===== config.mk =====
export PLATFORM = sky130hd
export DESIGN_NAME = ctc_greedy_decoder_top
export DESIGN_NICKNAME = d
export VERILOG_FILES = /design/src/rtl/core/ctcgd_pkg.sv /design/src/rtl/core/ctcgd_div.sv /design/src/rtl/core/ctcgd_datapath.sv /design/src/rtl/core/ctcgd_ctrl.sv /design/src/rtl/core/ctc_greedy_decoder_top.sv
export SDC_FILE = /design/constraint.sdc
export NUM_CORES = 1
export LEC_CHECK = 0
export ABC_AREA = 1
export BUFFER_PORTS_ARGS = -buffer_cell sky130_fd_sc_hd__buf_2
export CAP_MARGIN = 10
export CORE_UTILIZATION = 49
export DETAILED_ROUTE_END_ITERATION = 8
export PLACE_DENSITY_LB_ADDON = 0.1
export SYNTH_ARGS = -nofsm -noshare
export SYNTH_HDL_FRONTEND = slang
export SYNTH_SLANG_ARGS = --single-unit

===== constraint.sdc =====
create_clock -name clk -period 8.45 [get_ports clk]
set_input_delay 1.69 -clock clk [delete_from_list [all_inputs] [get_ports clk]]
set_output_delay 1.69 -clock clk [all_outputs]
set_load 0.005 [all_outputs]

===== src/rtl/core/ctcgd_pkg.sv =====
// shared constants, types and controller/datapath interface structs for the
// greedy ctc decoder; no dependencies
package ctcgd_pkg;

  localparam int unsigned MAX_CLASSES = 8192;
  localparam int unsigned MAX_STEPS   = 1024;

  localparam int unsigned SCORE_W   = 16;
  localparam int unsigned IDX_W     = 16;
  localparam int unsigned DICT_W    = 16;
  localparam int unsigned SYM_W     = 11;
  localparam int unsigned SUM_W     = 32;
  localparam int unsigned CLS_W     = $clog2(MAX_CLASSES);
  localparam int unsigned CLS_CNT_W = $clog2(MAX_CLASSES + 1);
  localparam int unsigned DIV_CNT_W = $clog2(SUM_W + 1);

  localparam logic KIND_CHAR    = 1'b0;
  localparam logic KIND_SUMMARY = 1'b1;

  typedef enum logic [3:0] {
    ST_RUN  = 4'b0001,
    ST_LOAD = 4'b0010,
    ST_DIV  = 4'b0100,
    ST_SUMM = 4'b1000
  } state_t;

  typedef struct packed {
    logic accept;
    logic div_start;
    logic load_sum;
  } cmd_t;

  typedef struct packed {
    logic out_free;
    logic div_busy;
  } sts_t;

endpackage


===== src/rtl/core/ctcgd_div.sv =====
// iterative signed-by-unsigned divider, one quotient bit per cycle
// depends on ctcgd_pkg
module ctcgd_div (
  input  logic                                  clk,
  input  logic                                  rst_n,
  input  logic                                  start,
  input  logic signed [ctcgd_pkg::SUM_W-1:0]    dividend,
  input  logic        [ctcgd_pkg::SYM_W-1:0]    divisor,
  output logic                                  busy,
  output logic        [ctcgd_pkg::SCORE_W-1:0]  quotient
);

  logic                              busy_r, busy_nxt;
  logic [ctcgd_pkg::DIV_CNT_W-1:0]   cnt_r, cnt_nxt;
  logic [ctcgd_pkg::SYM_W-1:0]       rem_r, rem_nxt;
  logic [ctcgd_pkg::SUM_W-1:0]       quot_r, quot_nxt;
  logic                              neg_r, neg_nxt;
  logic [ctcgd_pkg::SYM_W:0]         rem_sh;
  logic [ctcgd_pkg::SYM_W:0]         rem_diff;
  logic                              ge;
  logic [ctcgd_pkg::SUM_W-1:0]       mag;
  logic [ctcgd_pkg::SUM_W-1:0]       quot_signed;

  assign mag      = dividend[ctcgd_pkg::SUM_W-1] ? (~dividend + 1'b1) : dividend;
  assign rem_sh   = {rem_r, quot_r[ctcgd_pkg::SUM_W-1]};
  assign rem_diff = rem_sh - {1'b0, divisor};
  assign ge       = (rem_sh >= {1'b0, divisor});

  always_comb begin
    busy_nxt = busy_r;
    cnt_nxt  = cnt_r;
    rem_nxt  = rem_r;
    quot_nxt = quot_r;
    neg_nxt  = neg_r;
    if (start) begin
      busy_nxt = 1'b1;
      cnt_nxt  = ctcgd_pkg::DIV_CNT_W'(ctcgd_pkg::SUM_W);
      rem_nxt  = '0;
      quot_nxt = mag;
      neg_nxt  = dividend[ctcgd_pkg::SUM_W-1];
    end else if (busy_r) begin
      rem_nxt  = ge ? rem_diff[ctcgd_pkg::SYM_W-1:0] : rem_sh[ctcgd_pkg::SYM_W-1:0];
      quot_nxt = {quot_r[ctcgd_pkg::SUM_W-2:0], ge};
      cnt_nxt  = cnt_r - 1'b1;
      if (cnt_r == ctcgd_pkg::DIV_CNT_W'(1)) begin
        busy_nxt = 1'b0;
      end
    end
  end

  always_ff @(posedge clk) begin
    if (!rst_n) begin
      busy_r <= 1'b0;
      cnt_r  <= '0;
    end else begin
      busy_r <= busy_nxt;
      cnt_r  <= cnt_nxt;
    end
    rem_r  <= rem_nxt;
    quot_r <= quot_nxt;
    neg_r  <= neg_nxt;
  end

  // truncation toward zero: divide magnitudes, then restore the sign
  assign quot_signed = neg_r ? (~quot_r + 1'b1) : quot_r;
  assign quotient    = quot_signed[ctcgd_pkg::SCORE_W-1:0];
  assign busy        = busy_r;

endmodule


===== src/rtl/core/ctcgd_datapath.sv =====
// argmax, collapse and dictionary filter, score accumulation, output register
// depends on ctcgd_pkg and ctcgd_div
module ctcgd_datapath (
  input  logic                                 clk,
  input  logic                                 rst_n,
  input  ctcgd_pkg::cmd_t                      cmd,
  output ctcgd_pkg::sts_t                      sts,
  input  logic                                 cfg_valid,
  input  logic        [ctcgd_pkg::DICT_W-1:0]  cfg_dict_size,
  input  logic signed [ctcgd_pkg::SCORE_W-1:0] in_class_score,
  input  logic                                 in_step_end,
  input  logic                                 in_seq_end,
  input  logic                                 out_ready,
  output logic                                 out_valid,
  output logic                                 out_kind,
  output logic        [ctcgd_pkg::IDX_W-1:0]   out_char_index,
  output logic signed [ctcgd_pkg::SCORE_W-1:0] out_mean_score,
  output logic        [ctcgd_pkg::SYM_W-1:0]   out_symbol_count,
  output logic                                 out_last
);

  logic [ctcgd_pkg::DICT_W-1:0]         dict_size_r;
  logic [ctcgd_pkg::CLS_CNT_W-1:0]      class_cnt_r, class_cnt_nxt;
  logic signed [ctcgd_pkg::SCORE_W-1:0] best_score_r, best_score_nxt;
  logic [ctcgd_pkg::CLS_W-1:0]          best_class_r, best_class_nxt;
  logic [ctcgd_pkg::CLS_W-1:0]          prev_class_r, prev_class_nxt;
  logic                                 prev_valid_r, prev_valid_nxt;
  logic signed [ctcgd_pkg::SUM_W-1:0]   acc_sum_r, acc_sum_nxt;
  logic [ctcgd_pkg::SYM_W-1:0]          emit_cnt_r, emit_cnt_nxt;

  logic                                 out_valid_r, out_valid_nxt;
  logic                                 out_kind_r, out_kind_nxt;
  logic [ctcgd_pkg::IDX_W-1:0]          out_idx_r, out_idx_nxt;
  logic signed [ctcgd_pkg::SCORE_W-1:0] out_mean_r, out_mean_nxt;
  logic [ctcgd_pkg::SYM_W-1:0]          out_sym_r, out_sym_nxt;

  logic                                 in_range;
  logic                                 take;
  logic signed [ctcgd_pkg::SCORE_W-1:0] cur_score;
  logic [ctcgd_pkg::CLS_W-1:0]          cur_class;
  logic                                 step_done;
  logic                                 winner;
  logic                                 counted;
  logic [ctcgd_pkg::IDX_W-1:0]          char_idx;
  logic                                 in_dict;
  logic                                 div_busy;
  logic [ctcgd_pkg::SCORE_W-1:0]        div_quot;

  ctcgd_div u_div (
    .clk      (clk),
    .rst_n    (rst_n),
    .start    (cmd.div_start),
    .dividend (acc_sum_r),
    .divisor  (emit_cnt_r),
    .busy     (div_busy),
    .quotient (div_quot)
  );

  assign in_range  = (class_cnt_r < ctcgd_pkg::CLS_CNT_W'(ctcgd_pkg::MAX_CLASSES));
  assign take      = in_range && ((class_cnt_r == '0) || (in_class_score > best_score_r));
  assign cur_score = take ? in_class_score : best_score_r;
  assign cur_class = take ? class_cnt_r[ctcgd_pkg::CLS_W-1:0] : best_class_r;
  assign step_done = in_step_end || in_seq_end;
  // blank and repeats of the previous step's winner collapse away
  assign winner    = (cur_class != '0) && (!prev_valid_r || (cur_class != prev_class_r));
  assign counted   = winner && (emit_cnt_r < ctcgd_pkg::SYM_W'(ctcgd_pkg::MAX_STEPS));
  assign char_idx  = ctcgd_pkg::IDX_W'(cur_class) - 1'b1;
  assign in_dict   = (char_idx < dict_size_r);

  always_comb begin
    class_cnt_nxt  = class_cnt_r;
    best_score_nxt = best_score_r;
    best_class_nxt = best_class_r;
    prev_class_nxt = prev_class_r;
    prev_valid_nxt = prev_valid_r;
    acc_sum_nxt    = acc_sum_r;
    emit_cnt_nxt   = emit_cnt_r;
    out_valid_nxt  = out_valid_r && !out_ready;
    out_kind_nxt   = out_kind_r;
    out_idx_nxt    = out_idx_r;
    out_mean_nxt   = out_mean_r;
    out_sym_nxt    = out_sym_r;
    if (cmd.accept) begin
      if (step_done) begin
        if (counted) begin
          acc_sum_nxt  = acc_sum_r + ctcgd_pkg::SUM_W'(cur_score);
          emit_cnt_nxt = emit_cnt_r + 1'b1;
        end
        if (winner && in_dict) begin
          out_valid_nxt = 1'b1;
          out_kind_nxt  = ctcgd_pkg::KIND_CHAR;
          out_idx_nxt   = char_idx;
          out_mean_nxt  = '0;
          out_sym_nxt   = '0;
        end
        prev_class_nxt = cur_class;
        prev_valid_nxt = 1'b1;
        class_cnt_nxt  = '0;
        best_score_nxt = '0;
        best_class_nxt = '0;
      end else begin
        best_score_nxt = cur_score;
        best_class_nxt = cur_class;
        if (in_range) begin
          class_cnt_nxt = class_cnt_r + 1'b1;
        end
      end
    end else if (cmd.load_sum) begin
      out_valid_nxt  = 1'b1;
      out_kind_nxt   = ctcgd_pkg::KIND_SUMMARY;
      out_idx_nxt    = '0;
      out_mean_nxt   = (emit_cnt_r == '0) ? '0 : div_quot;
      out_sym_nxt    = emit_cnt_r;
      class_cnt_nxt  = '0;
      best_score_nxt = '0;
      best_class_nxt = '0;
      prev_class_nxt = '0;
      prev_valid_nxt = 1'b0;
      acc_sum_nxt    = '0;
      emit_cnt_nxt   = '0;
    end
  end

  always_ff @(posedge clk) begin
    if (!rst_n) begin
      dict_size_r  <= '1;
      class_cnt_r  <= '0;
      best_score_r <= '0;
      best_class_r <= '0;
      prev_class_r <= '0;
      prev_valid_r <= 1'b0;
      acc_sum_r    <= '0;
      emit_cnt_r   <= '0;
      out_valid_r  <= 1'b0;
    end else begin
      if (cfg_valid) begin
        dict_size_r <= cfg_dict_size;
      end
      class_cnt_r  <= class_cnt_nxt;
      best_score_r <= best_score_nxt;
      best_class_r <= best_class_nxt;
      prev_class_r <= prev_class_nxt;
      prev_valid_r <= prev_valid_nxt;
      acc_sum_r    <= acc_sum_nxt;
      emit_cnt_r   <= emit_cnt_nxt;
      out_valid_r  <= out_valid_nxt;
    end
    out_kind_r <= out_kind_nxt;
    out_idx_r  <= out_idx_nxt;
    out_mean_r <= out_mean_nxt;
    out_sym_r  <= out_sym_nxt;
  end

  assign sts.out_free = !out_valid_r || out_ready;
  assign sts.div_busy = div_busy;

  assign out_valid        = out_valid_r;
  assign out_kind         = out_kind_r;
  assign out_char_index   = out_idx_r;
  assign out_mean_score   = out_mean_r;
  assign out_symbol_count = out_sym_r;
  assign out_last         = (out_kind_r == ctcgd_pkg::KIND_SUMMARY);

`ifndef SYNTHESIS
  a_emit_bounded: assert property (@(posedge clk) disable iff (!rst_n)
    emit_cnt_r <= ctcgd_pkg::SYM_W'(ctcgd_pkg::MAX_STEPS))
    else $error("symbol count beyond limit");

  a_sum_no_overwrite: assert property (@(posedge clk) disable iff (!rst_n)
    cmd.load_sum |-> (!out_valid_r || out_ready))
    else $error("summary would overwrite a pending result");

  a_class_cnt_sat: assert property (@(posedge clk) disable iff (!rst_n)
    class_cnt_r <= ctcgd_pkg::CLS_CNT_W'(ctcgd_pkg::MAX_CLASSES))
    else $error("class counter past saturation");
`endif

endmodule


===== src/rtl/core/ctcgd_ctrl.sv =====
// sequence controller: streams scores, then runs the mean division and
// issues the summary; depends on ctcgd_pkg
module ctcgd_ctrl (
  input  logic            clk,
  input  logic            rst_n,
  input  logic            in_valid,
  input  logic            in_seq_end,
  output logic            in_ready,
  input  ctcgd_pkg::sts_t sts,
  output ctcgd_pkg::cmd_t cmd
);

  ctcgd_pkg::state_t state_r, state_nxt;

  always_comb begin
    state_nxt     = state_r;
    in_ready      = 1'b0;
    cmd.accept    = 1'b0;
    cmd.div_start = 1'b0;
    cmd.load_sum  = 1'b0;
    case (state_r)
      ctcgd_pkg::ST_RUN: begin
        in_ready   = sts.out_free;
        cmd.accept = in_valid && sts.out_free;
        if (cmd.accept && in_seq_end) begin
          state_nxt = ctcgd_pkg::ST_LOAD;
        end
      end
      // sum and count of the last step are settled in the cycle after its transaction
      ctcgd_pkg::ST_LOAD: begin
        cmd.div_start = 1'b1;
        state_nxt     = ctcgd_pkg::ST_DIV;
      end
      ctcgd_pkg::ST_DIV: begin
        if (!sts.div_busy) begin
          state_nxt = ctcgd_pkg::ST_SUMM;
        end
      end
      ctcgd_pkg::ST_SUMM: begin
        if (sts.out_free) begin
          cmd.load_sum = 1'b1;
          state_nxt    = ctcgd_pkg::ST_RUN;
        end
      end
      default: begin
        state_nxt = ctcgd_pkg::ST_RUN;
      end
    endcase
  end

  always_ff @(posedge clk) begin
    if (!rst_n) begin
      state_r <= ctcgd_pkg::ST_RUN;
    end else begin
      state_r <= state_nxt;
    end
  end

`ifndef SYNTHESIS
  a_ready_only_run: assert property (@(posedge clk) disable iff (!rst_n)
    in_ready |-> (state_r == ctcgd_pkg::ST_RUN))
    else $error("input ready outside streaming");

  a_div_starts: assert property (@(posedge clk) disable iff (!rst_n)
    cmd.div_start |=> sts.div_busy)
    else $error("divider did not start");

  a_seq_end_to_load: assert property (@(posedge clk) disable iff (!rst_n)
    (cmd.accept && in_seq_end) |=> (state_r == ctcgd_pkg::ST_LOAD))
    else $error("sequence end not followed by division");
`endif

endmodule


===== src/rtl/core/ctc_greedy_decoder_top.sv =====
// Greedy CTC decoder. Class scores (signed Q4.12) stream in one per cycle
// while in_ready is high, class 0 first; a running argmax keeps the first
// maximum of each step. At a step end the winner is dropped if it is blank
// or repeats the previous step, otherwise it is counted and its score summed
// (up to 1024 symbols), and a character result is sent if winner-1 is below
// dict_size. While streaming and the output register is free or being
// drained, one score is taken every cycle. A transaction with seq_end causes
// a summary after bit-serial division of the score sum by the symbol count,
// via the LOAD, DIV and SUMM states; it is registered once the division is
// done and the output is free, and in_ready stays low until then. cfg writes
// are always taken and should only be issued while the block is idle.
// depends on ctcgd_pkg, ctcgd_ctrl, ctcgd_datapath
module ctc_greedy_decoder_top (
  input  logic                                 clk,
  input  logic                                 rst_n,
  input  logic                                 cfg_valid,
  output logic                                 cfg_ready,
  input  logic        [ctcgd_pkg::DICT_W-1:0]  cfg_dict_size,
  input  logic                                 in_valid,
  output logic                                 in_ready,
  input  logic signed [ctcgd_pkg::SCORE_W-1:0] in_class_score,
  input  logic                                 in_step_end,
  input  logic                                 in_seq_end,
  output logic                                 out_valid,
  input  logic                                 out_ready,
  output logic                                 out_kind,
  output logic        [ctcgd_pkg::IDX_W-1:0]   out_char_index,
  output logic signed [ctcgd_pkg::SCORE_W-1:0] out_mean_score,
  output logic        [ctcgd_pkg::SYM_W-1:0]   out_symbol_count,
  output logic                                 out_last
);

  ctcgd_pkg::cmd_t cmd;
  ctcgd_pkg::sts_t sts;

  assign cfg_ready = 1'b1;

  ctcgd_ctrl u_ctrl (
    .clk        (clk),
    .rst_n      (rst_n),
    .in_valid   (in_valid),
    .in_seq_end (in_seq_end),
    .in_ready   (in_ready),
    .sts        (sts),
    .cmd        (cmd)
  );

  ctcgd_datapath u_dp (
    .clk              (clk),
    .rst_n            (rst_n),
    .cmd              (cmd),
    .sts              (sts),
    .cfg_valid        (cfg_valid),
    .cfg_dict_size    (cfg_dict_size),
    .in_class_score   (in_class_score),
    .in_step_end      (in_step_end),
    .in_seq_end       (in_seq_end),
    .out_ready        (out_ready),
    .out_valid        (out_valid),
    .out_kind         (out_kind),
    .out_char_index   (out_char_index),
    .out_mean_score   (out_mean_score),
    .out_symbol_count (out_symbol_count),
    .out_last         (out_last)
  );

endmodule

==> results of run 1 <==
==> power breakdown <==
group,switching [mW],leakage [nW],internal [mW],total [mW]
sequential,0.143,1.82,1.27,1.41
clock,0.455,0.445,0.686,1.14
combinational,1.22,4.36,0.615,1.84
total,1.82,6.62,2.57,4.39
==> metal layers <==
metal	vias up	wire, um
li1	6305	-
met1	5511	17300
met2	280	14500
met3	39	1600
met4	0	484
met5	-	0
==> worst max path at each step <==
stage                           start                     end  slack (ns)  depth (start not counted)
finish              in_class_score[7]  u_dp.out_char_index[0]        1.87                         27
global route        in_class_score[7]  u_dp.out_char_index[0]        1.39                         27
global placement    in_class_score[7]           u_dp.out_kind        1.45                         27
detailed placement  in_class_score[7]  u_dp.out_char_index[0]        1.34                         27
CTS                 in_class_score[7]  u_dp.out_char_index[0]        1.88                         27
floorplan           in_class_score[7]  u_dp.out_char_index[0]        0.28                         27
==> per-stage QoR <==
step	hold slack, ns	setup slack, ns	cell area [um^2]	utilization [%]
2_1_floorplan	0.406	0.283	13400	-
3_3_place_gp	0.450	1.45	14100	52.2
3_5_place_dp	0.453	1.34	14100	52.2
4_1_cts	0.461	1.88	15000	55.5
5_1_grt	0.478	1.39	15000	55.5
6_report	0.460	1.87	15000	55.5
==> layout by cell type (no fill, tap or decap), types with 3 or more instances in the layout <==
master and instances:
nand2_2 9, nor2_2 5, a31oi_1 8, o32ai_1 7
nor3b_1 3, clkbuf_16 26, a221oi_1 7, buf_4 10
ha_1 82, a21oi_1 181, nand3_1 117, nor3_1 34
xor2_1 58, inv_1 232, edfxtp_1 75, nand3b_1 9
inv_2 6, o21ai_0 127, a211oi_1 5, a21boi_0 3
a21o_1 3, o31ai_1 3, nor2_1 239, o21bai_1 4
buf_2 85, o211ai_1 6, o22ai_1 8, nand2_1 352
o21a_1 4, xnor2_1 9, nand4_1 14, nor4_1 12
dfxtp_1 139, clkbuf_8 7, or2_2 11, a32o_1 3
clkinv_2 9
==> tightest hold or removal path, stage by stage, from the launching register on <==
cell     delay, ns
dfxtp_1       0.31
nand2_1       0.06
a21oi_1       0.05
==> logic make-up after synthesis <==
kind of cell,synth area share [%]
AO/OA/AOI/OAI,15.3
XOR/XNOR,4.37
adder cells (fa/ha/maj),7.93
buffers and inverters,9.02
flip-flops,37.5
other,0.0279
AND/OR/NAND/NOR,25.9
==> cell type report <==
type | instances | area [um^2] | area share, %
Clock buffer | 33 | 747 | 4.99
Sequential cell | 214 | 5030 | 33.7
Tap cell | 341 | 427 | 2.85
Multi-Input combinational cell | 1342 | 7210 | 48.2
Inverter | 239 | 897 | 6.00
Clock inverter | 15 | 145 | 0.970
Timing Repair Buffer | 95 | 500 | 3.35
==> registers in the layout, indices dropped and copies added (netlist names), 13 cells and up <==
register / cells
u_dp.class_cnt_r: 14
u_dp.prev_class_r: 13
u_dp.out_char_index: 14
u_dp.best_score_r: 16
u_dp.u_div.quot_r: 32
u_dp.out_mean_score: 16
u_dp.acc_sum_r: 32
u_dp.best_class_r: 13
u_dp.dict_size_r: 16
==> results by group, run 1 <==
Outcome
  • Status: finished clean

Floorplanning
  • Io pins: 87
  • Core ar.: 0.0270 mm^2
  • Chip width: 168 um
  • Die area: 0.0281 mm^2
  • Initial Util: 49.9%
  • Die Y: 168 um
  • Site Rows: 60

Power and ir drop
  • Maximum VDD drop: 0.173 mV
  • Power Total: 4.39 mW
  • Pwr Density: between 200 and 300 mW/mm^2
  • Leakage: around 6.6 nW

Setup path
  • Worst R2R Start: u_dp.best_score_r[7]
  • Most common cell on crit path: nand2_1
  • Slowest CP cell: o21ai_4
  • Critical Path Sink Type: register
  • Reg2Reg Depth: 27
  • R2R Setup Slk: ~2.7 ns
  • CP max stage delay: 0.72 ns
  • Data arrival time of the critical path: 6.80 ns
  • FF-to-FF End: u_dp.out_char_index[0]
  • Required @ worst endpoint: 8.67 ns
  • CP bufs+invs: 2
  • Worst Setup Start Kind: primary input
  • Critical-path maximum fanout: 53
  • CP top delay family: simple AND/OR/NAND/NOR gates
  • Setup Crit Path Kind: primary input to register

Cells and area
  • Non-filler instance count after layout: around 2.3k
  • Final net count: 2,041
  • Diode count: 0
  • Filler cells: 2,581
  • Share of layout cells above drive strength 1: a little under a tenth
  • Area Overhead vs Synth: 11.3%

Timing
  • Max Freq: 152 MHz
  • Tcrit/Tclk final: roughly 80%
  • Finish-stage setup viols: 0
  • Slew @ Worst Pin: 0.986 ns
  • Slew Limit Fails: 0
  • Setup_tns: 0 ns
  • Unrepaired setup endpoints after global routing: false
  • Crit path time final: 6.58 ns
  • Hold Violations, Final: 0
  • Worst slew margin: 34.2%
  • Worst Skew: approximately 0.015 ns

Yosys
  • Asr flop ratio synth: 0%
  • Synth top area share: 20.7%
  • Mapped Area: around 0.013 mm^2
  • Sequential share of the synthesized area: 37.5%
  • Synth Warn #: 0
  • Unique masters post-synth: 52
  • Synthesized flop and latch total: ~210
  • Commonest cells post-synth: 352 x nand2_1, 240 x nor2_1, 233 x inv_1
  • Ranking of synthesized cells by area: dfxtp_1 21%, edfxtp_1 17%, nand2_1 9.8%
  • Avg Inst Size Synth: just over 7 um^2
  • Main synth FF type: dfxtp_1
  • Yosys top cell by area: dfxtp_1
  • Syn_nets: 1,985
  • EDFF count, synth: 75
  • Syn Inst Count: roughly 1.9k
  • Most common cell in the netlist: nand2_1

Global route
  • Initial antenna violation count: 0
  • Global route hottest layer: met2
  • Grt total ovfl: 0
  • M1 GR Usage: 35.7%
  • GRT Overall Usage: 24.2%
  • Vias in the first global route: 11.3k
  • GRT met2 Usage: 38.3%
  • First-pass GRT wire length: between 50 and 60 mm
  • Met3 GRT Util: 2.55%
  • Largest net degree at the start of global routing: 56

Worst hold path
  • Min-delay src: u_dp.prev_valid_r
  • Worst Hold End: u_dp.prev_valid_r
  • Worst hold stages: 2
  • Worst Hold Class: register to register

Clock network
  • Quantity of gates resized following cts: 0
  • Worst-path clk slew: ~0.05 ns
  • Sink Count: between 200 and 250
  • H-tree levels: 1
  • CTS buffer count: 26
  • Later-pin clock latency in the skew report: ~0.54 ns
  • CTS Buffer Depth: 3
  • Post CTS Setup Buffer Count: 0
  • Hold_buf cts: 0
  • CTS tree: yes
  • Root buffer cell: clkbuf_16

Route
  • DRC: 0
  • Routed via count: about 12k
  • Detailed Route WL: 33.8 mm
  • Routed len/inst: roughly 15 um
  • Routed Antenna Nets: 0
  • Vias per std cell: 5.32
  • Initial DRC count: 876
  • DRT Pass-1 Iters: 5

Place
  • Placed Cells incl. Taps: 2,231
  • Port-buffer cells: 85
  • Final HPWL DP: 24.8 mm
  • Routability Congestion: 0.892

Run
  • Max Cap Violations: 0
Power figures use the tool's default switching activity.
==> run 2, diff against run 1 <==
==> constraint.sdc (replaced) <==
create_clock -name clk -period 6.1 [get_ports clk]
set_input_delay 1.22 -clock clk [delete_from_list [all_inputs] [get_ports clk]]
set_output_delay 1.22 -clock clk [all_outputs]
set_load 0.005 [all_outputs]
==> results by group, run 2 (synthesis gave the netlist of run 1 again) <==
Worst hold path
  • Worst hold stages: 2
  • Worst Hold Class: register to register
  • Worst Hold End: u_dp.best_score_r[11]
  • Min-delay src: u_dp.best_score_r[11]

Outcome
  • Status: finished clean

Setup path
  • FF-to-FF End: u_dp.out_mean_score[5]
  • Critical-path maximum fanout: 42
  • Worst Setup Start Kind: primary input
  • Slowest CP cell: buf_4
  • CP max stage delay: about 0.30 ns
  • Reg2Reg Depth: 28
  • Critical Path Sink Type: register
  • Most common cell on crit path: nand2_1
  • CP top delay family: simple AND/OR/NAND/NOR gates
  • Setup Crit Path Kind: primary input to register
  • CP bufs+invs: 4
  • R2R Setup Slk: 1.22 ns
  • Worst R2R Start: u_dp.best_score_r[7]
  • Data arrival time of the critical path: 5.46 ns
  • Cell count along the critical path: 28
  • Required @ worst endpoint: ~6.3 ns

Place
  • Placed cell areas: 0.0141 mm^2
  • Final HPWL DP: between 20 and 25 mm
  • Routability Congestion: 0.894
  • Port-buffer cells: 85
  • Placed Cells incl. Taps: 2,235
  • Worst slack at placement: about 0.33 ns

Clock network
  • Later-pin clock latency in the skew report: ~0.54 ns
  • Sink Count: 214
  • Hold_buf cts: 0
  • Quantity of gates resized following cts: 0
  • Root buffer cell: clkbuf_16
  • Worst-path clk slew: 0.05 ns
  • CTS Buffer Depth: 3
  • CTS tree: yes
  • CTS buffer count: 26
  • Post CTS Setup Buffer Count: 0
  • H-tree levels: 1

Timing
  • Unrepaired setup endpoints after global routing: false
  • Worst Skew: 0.0175 ns
  • Hold Violations, Final: 0
  • Max Freq: 190 MHz
  • Tcrit/Tclk final: 86.1%
  • Finish-stage setup viols: 0
  • Slew Limit Fails: 0
  • Crit path time final: between 5 and 6 ns
  • PnR worst setup slack: around 0.85 ns
  • Worst slew margin: between 30% and 40%
  • Slew @ Worst Pin: 0.986 ns
  • Setup_tns: 0 ns
  • Hold slack: 0.465 ns

Global route
  • Initial antenna violation count: 0
  • GRT Overall Usage: 23.8%
  • Largest net degree at the start of global routing: 61
  • First-pass GRT wire length: 55.2 mm
  • Grt total ovfl: 0
  • Vias in the first global route: 11.1k

Route
  • DRT Pass-1 Iters: 5
  • Routed len/inst: 14.7 um
  • DRC: 0
  • Routed via count: 12.1k
  • Routed Antenna Nets: 0
  • Detailed Route WL: 33.5 mm
  • Initial DRC count: 971
  • Vias per std cell: 5.30

Power and ir drop
  • Maximum VDD drop: 0.218 mV
  • Power Total: just over 6 mW
  • Leakage: 6.63 nW
  • Pwr Density: 406 mW/mm^2

Cells and area
  • Filler cells: 2,574
  • Final Cell Area: between 0.01 and 0.015 mm^2
  • Post-layout util: 55.6%
  • Diode count: 0
  • Regs by FF count: u_dp.acc_sum_r (32), u_dp.u_div.quot_r (32)
  • Most common cell after layout, fill and taps aside: nand2_1
  • Final net count: slightly above 2k
  • Share of layout cells above drive strength 1: 9.22%
  • Commonest cells after routing, fill and taps aside: 352 x nand2_1, 239 x nor2_1, 232 x inv_1
  • Non-filler instance count after layout: 2,283
  • Area Overhead vs Synth: 11.5%

Floorplanning
  • Die Y: between 150 and 200 um
  • Chip width: 168 um
  • Io pins: a little under 90
  • Die area: 0.0281 mm^2
  • Site Rows: 60
  • Core ar.: 0.0270 mm^2
  • Initial Util: roughly half

Run
  • Max Cap Violations: 0
==> run 2: changes by cell type in the layout (fill, tap and decap cells not counted), sizes merged <==
| cell | delta |
|---|---|
| buf | +4 |
| clkinv | -4 |
| clkbuf | +4 |
| bufinv | +1 |
| clkinvlp | -2 |
| inv | +1 |
==> run 2: worst max path at each step <==
stage	start	to	slack, ns
6_report	in_class_score[7]	u_dp.out_mean_score[5]	0.85
3_3_place_gp	in_class_score[7]	u_dp.out_mean_score[14]	0.45
2_1_floorplan	in_class_score[7]	u_dp.out_char_index[0]	0.31
4_1_cts	in_class_score[7]	u_dp.out_mean_score[5]	0.87
3_5_place_dp	in_class_score[7]	u_dp.out_mean_score[13]	0.33
5_1_grt	in_class_score[11]	u_dp.acc_sum_r[22]	0.30
==> run 2: where the power goes <==
| part | switching, mW | internal [mW] | total [mW] | leakage [nW] |
|---|---|---|---|---|
| Clock | 0.610 | 0.967 | 1.58 | 0.432 |
| Combinational | 1.68 | 0.861 | 2.54 | 4.38 |
| Sequential | 0.197 | 1.76 | 1.96 | 1.82 |
| Total | 2.49 | 3.59 | 6.08 | 6.63 |
==> run 2: final cells by class <==
cell class,count,area (um^2),area share (%)
Clock buffer,37,737,4.92
Clock inverter,11,136,0.910
Inverter,239,897,5.99
Multi-Input combinational cell,1342,7210,48.1
Sequential cell,214,5030,33.6
Tap cell,341,427,2.85
Timing Repair Buffer,99,543,3.62
==> run 2: per-layer routing <==
layer | share of wire (%) | up-vias | global-route usage, %
met2 | 41 | 306 | 35.8
met1 | 51 | 5438 | 36.0
li1 | - | 6308 | -
met5 | 0 | - | 0
met4 | 2.3 | 0 | 6.50
met3 | 5.4 | 47 | 2.60
==> run 2: worst min-delay path: stages (launching register included) <==
cell and delay (ns):
dfxtp_1 0.30, nand2_1 0.06, a21oi_1 0.06
==> run 3, diff against run 2 <==
--- a/config.mk
+++ b/config.mk
@@ -10,6 +10,7 @@
 export CAP_MARGIN = 10
 export CORE_UTILIZATION = 49
 export DETAILED_ROUTE_END_ITERATION = 8
+export MAX_ROUTING_LAYER = met4
 export PLACE_DENSITY_LB_ADDON = 0.1
 export SYNTH_ARGS = -nofsm -noshare
 export SYNTH_HDL_FRONTEND = slang
==> results by group, run 3 (synthesis gave the netlist of run 1 again) <==
Power and ir drop
  • Leakage: 6.60 nW
  • NetSw: between 2 and 2.5 mW
  • Clk network pwr share: 25.1%
  • Maximum VDD drop: 0.266 mV
  • Pwr Density: around 400 mW/mm^2
  • Sequential share of power: 32.5%
  • Switching portion of total power: 41.2%
  • Internal power: ~3.5 mW
  • Comb power frac: a little over two fifths

Timing
  • Max Freq: 192 MHz
  • Setup_tns: 0 ns
  • Finish-stage setup viols: 0
  • Slew @ Worst Pin: just under 1 ns
  • Hold slack: 0.466 ns
  • Crit path time final: 5.22 ns
  • Hold Violations, Final: 0
  • Slew Limit Fails: 0
  • Worst Skew: 0.00873 ns
  • Unrepaired setup endpoints after global routing: false
  • Worst slew margin: between 30 and 40%
  • Tcrit/Tclk final: 85.5%
  • PnR worst setup slack: 0.884 ns

Global route
  • Grt total ovfl: 0
  • Initial antenna violation count: 0
  • GRT Overall Usage: 24.6%
  • First-pass GRT wire length: 55.2 mm
  • Vias in the first global route: about 11k
  • Largest net degree at the start of global routing: 61

Clock network
  • Post CTS Setup Buffer Count: 0
  • Sink Count: approximately 210
  • Worst-path clk slew: ~0.060 ns
  • Hold_buf cts: 0
  • H-tree levels: 1
  • Later-pin clock latency in the skew report: 0.53 ns
  • CTS tree: yes
  • Quantity of gates resized following cts: 0
  • Root buffer cell: clkbuf_16
  • CTS Buffer Depth: 3
  • CTS buffer count: 26

Place
  • Final HPWL DP: 24.6 mm
  • Placed cell areas: 0.0141 mm^2
  • Port-buffer cells: 85
  • Worst slack at placement: 0.372 ns
  • Routability Congestion: 0.902

Floorplanning
  • Io pins: 87
  • Site Rows: 60
  • Die Y: 168 um
  • Initial Util: 49.9%
  • Core ar.: 0.0270 mm^2
  • Die area: 0.0281 mm^2
  • Chip width: 168 um

Worst hold path
  • Worst Hold End: u_dp.best_score_r[10]
  • Min-delay src: u_dp.best_score_r[10]
  • Worst Hold Class: register to register
  • Worst hold stages: 2

Cells and area
  • Post-layout util: between 50% and 60%
  • Regs by FF count: u_dp.acc_sum_r (32), u_dp.u_div.quot_r (32)
  • Final Cell Area: 0.0149 mm^2
  • Most common cell after layout, fill and taps aside: nand2_1
  • Diode count: 0
  • Final net count: a little over 2k
  • Filler cells: 2,592
  • Commonest cells after routing, fill and taps aside: 352 x nand2_1, 239 x nor2_1, 232 x inv_1
  • Area Overhead vs Synth: 11.2%
  • Share of layout cells above drive strength 1: under 10%

Setup path
  • Required @ worst endpoint: 6.31 ns
  • Setup Crit Path Kind: primary input to register
  • Worst Setup Start Kind: primary input
  • Data arrival time of the critical path: 5.43 ns
  • FF-to-FF End: u_dp.out_mean_score[14]
  • R2R Setup Slk: 1.28 ns
  • Critical Path Sink Type: register
  • Worst R2R Start: u_dp.best_score_r[7]
  • Reg2Reg Depth: 28
  • Critical-path maximum fanout: 42

Route
  • Routed len/inst: 14.7 um
  • DRT Pass-1 Iters: 5
  • Vias per std cell: 5.29
  • Routed via count: around 12k
  • Initial DRC count: approximately 860
  • DRC: 0
  • Detailed Route WL: between 30 and 40 mm
  • Routed Antenna Nets: 0

Outcome
  • Status: finished clean

Run
  • Max Cap Violations: 0
-- run 3: cell types whose count changed in the layout (fill, tap and decap cells not counted) --
cell and delta:
bufinv_16 -2, clkbuf_4 -1, clkbuf_8 +3, clkinv_1 +1, clkinv_2 -5, clkbuf_1 +4
-- run 3: power by group through the flow --
| stage | clock, mW | combinational (mW) | sequential (mW) |
|---|---|---|---|
| final | 1.51 | 2.54 | 1.96 |
| after global routing | 1.60 | 2.91 | 1.98 |
| after CTS | 1.54 | 2.54 | 1.95 |
| after detailed placement | 0 | 2.53 | 1.98 |
| after global placement | 0 | 2.49 | 1.98 |
| after floorplan | 0 | 1.94 | 1.92 |
-- run 3: how the worst max path moves through the flow --
stage | slack, ns | start | to | cells past startpoint
3_5_place_dp | 0.37 | in_class_score[7] | u_dp.out_mean_score[13] | 28
5_1_grt | 0.31 | in_class_score[7] | u_dp.acc_sum_r[22] | 30
6_report | 0.88 | in_class_score[7] | u_dp.out_mean_score[14] | 28
3_3_place_gp | 0.44 | in_class_score[7] | u_dp.out_mean_score[14] | 28
4_1_cts | 0.92 | in_class_score[7] | u_dp.out_symbol_count[5] | 28
2_1_floorplan | 0.31 | in_class_score[7] | u_dp.out_char_index[0] | 27
-- run 3: layout make-up --
type | instances | area [um^2] | area share, %
Multi-Input combinational cell | 1342 | 7210 | 48.2
Sequential cell | 214 | 5030 | 33.7
Inverter | 239 | 897 | 6.00
Clock buffer | 43 | 786 | 5.26
Timing Repair Buffer | 99 | 543 | 3.63
Tap cell | 341 | 427 | 2.85
Clock inverter | 5 | 55.1 | 0.368
-- run 3: stage by stage --
stage | instances | total power [mW]
after CTS | 2283 | 6.03
after floorplan | 1862 | 3.85
after global routing | 2283 | 6.49
final | 2283 | 6.01
after detailed placement | 2235 | 4.51
after global placement | 2235 | 4.47
-- run 3: metal layers --
| layer | track usage, % | wire length, um | vias up |
|---|---|---|---|
| met1 | 36.2 | 17100 | 5438 |
| met2 | 35.8 | 13900 | 301 |
| met4 | 5.31 | 604 | 0 |
| met5 | - | 0 | - |
| li1 | - | - | 6296 |
| met3 | 3.07 | 1940 | 39 |
-- run 3: worst max-delay path, stage by stage --
cell and delay (ns):
buf_2 0.10, ha_1 0.28, nand2_1 0.08, nor2_2 0.15, nand3_1 0.09, nand3_1 0.09
nand2_1 0.07, a21oi_1 0.13, nand2_1 0.07, nand2_2 0.08, nand2_4 0.13, buf_4 0.27
nand2_1 0.12, nand2_2 0.08, nor2_1 0.19, nand2_1 0.12, nor2_1 0.16, nand2_1 0.12
nor2_1 0.14, nand2_1 0.08, xor2_1 0.16, ha_1 0.30, a21oi_1 0.15, o21ai_0 0.09
a211oi_1 0.27, nand3_1 0.18, o21ai_4 0.20, buf_12 0.26
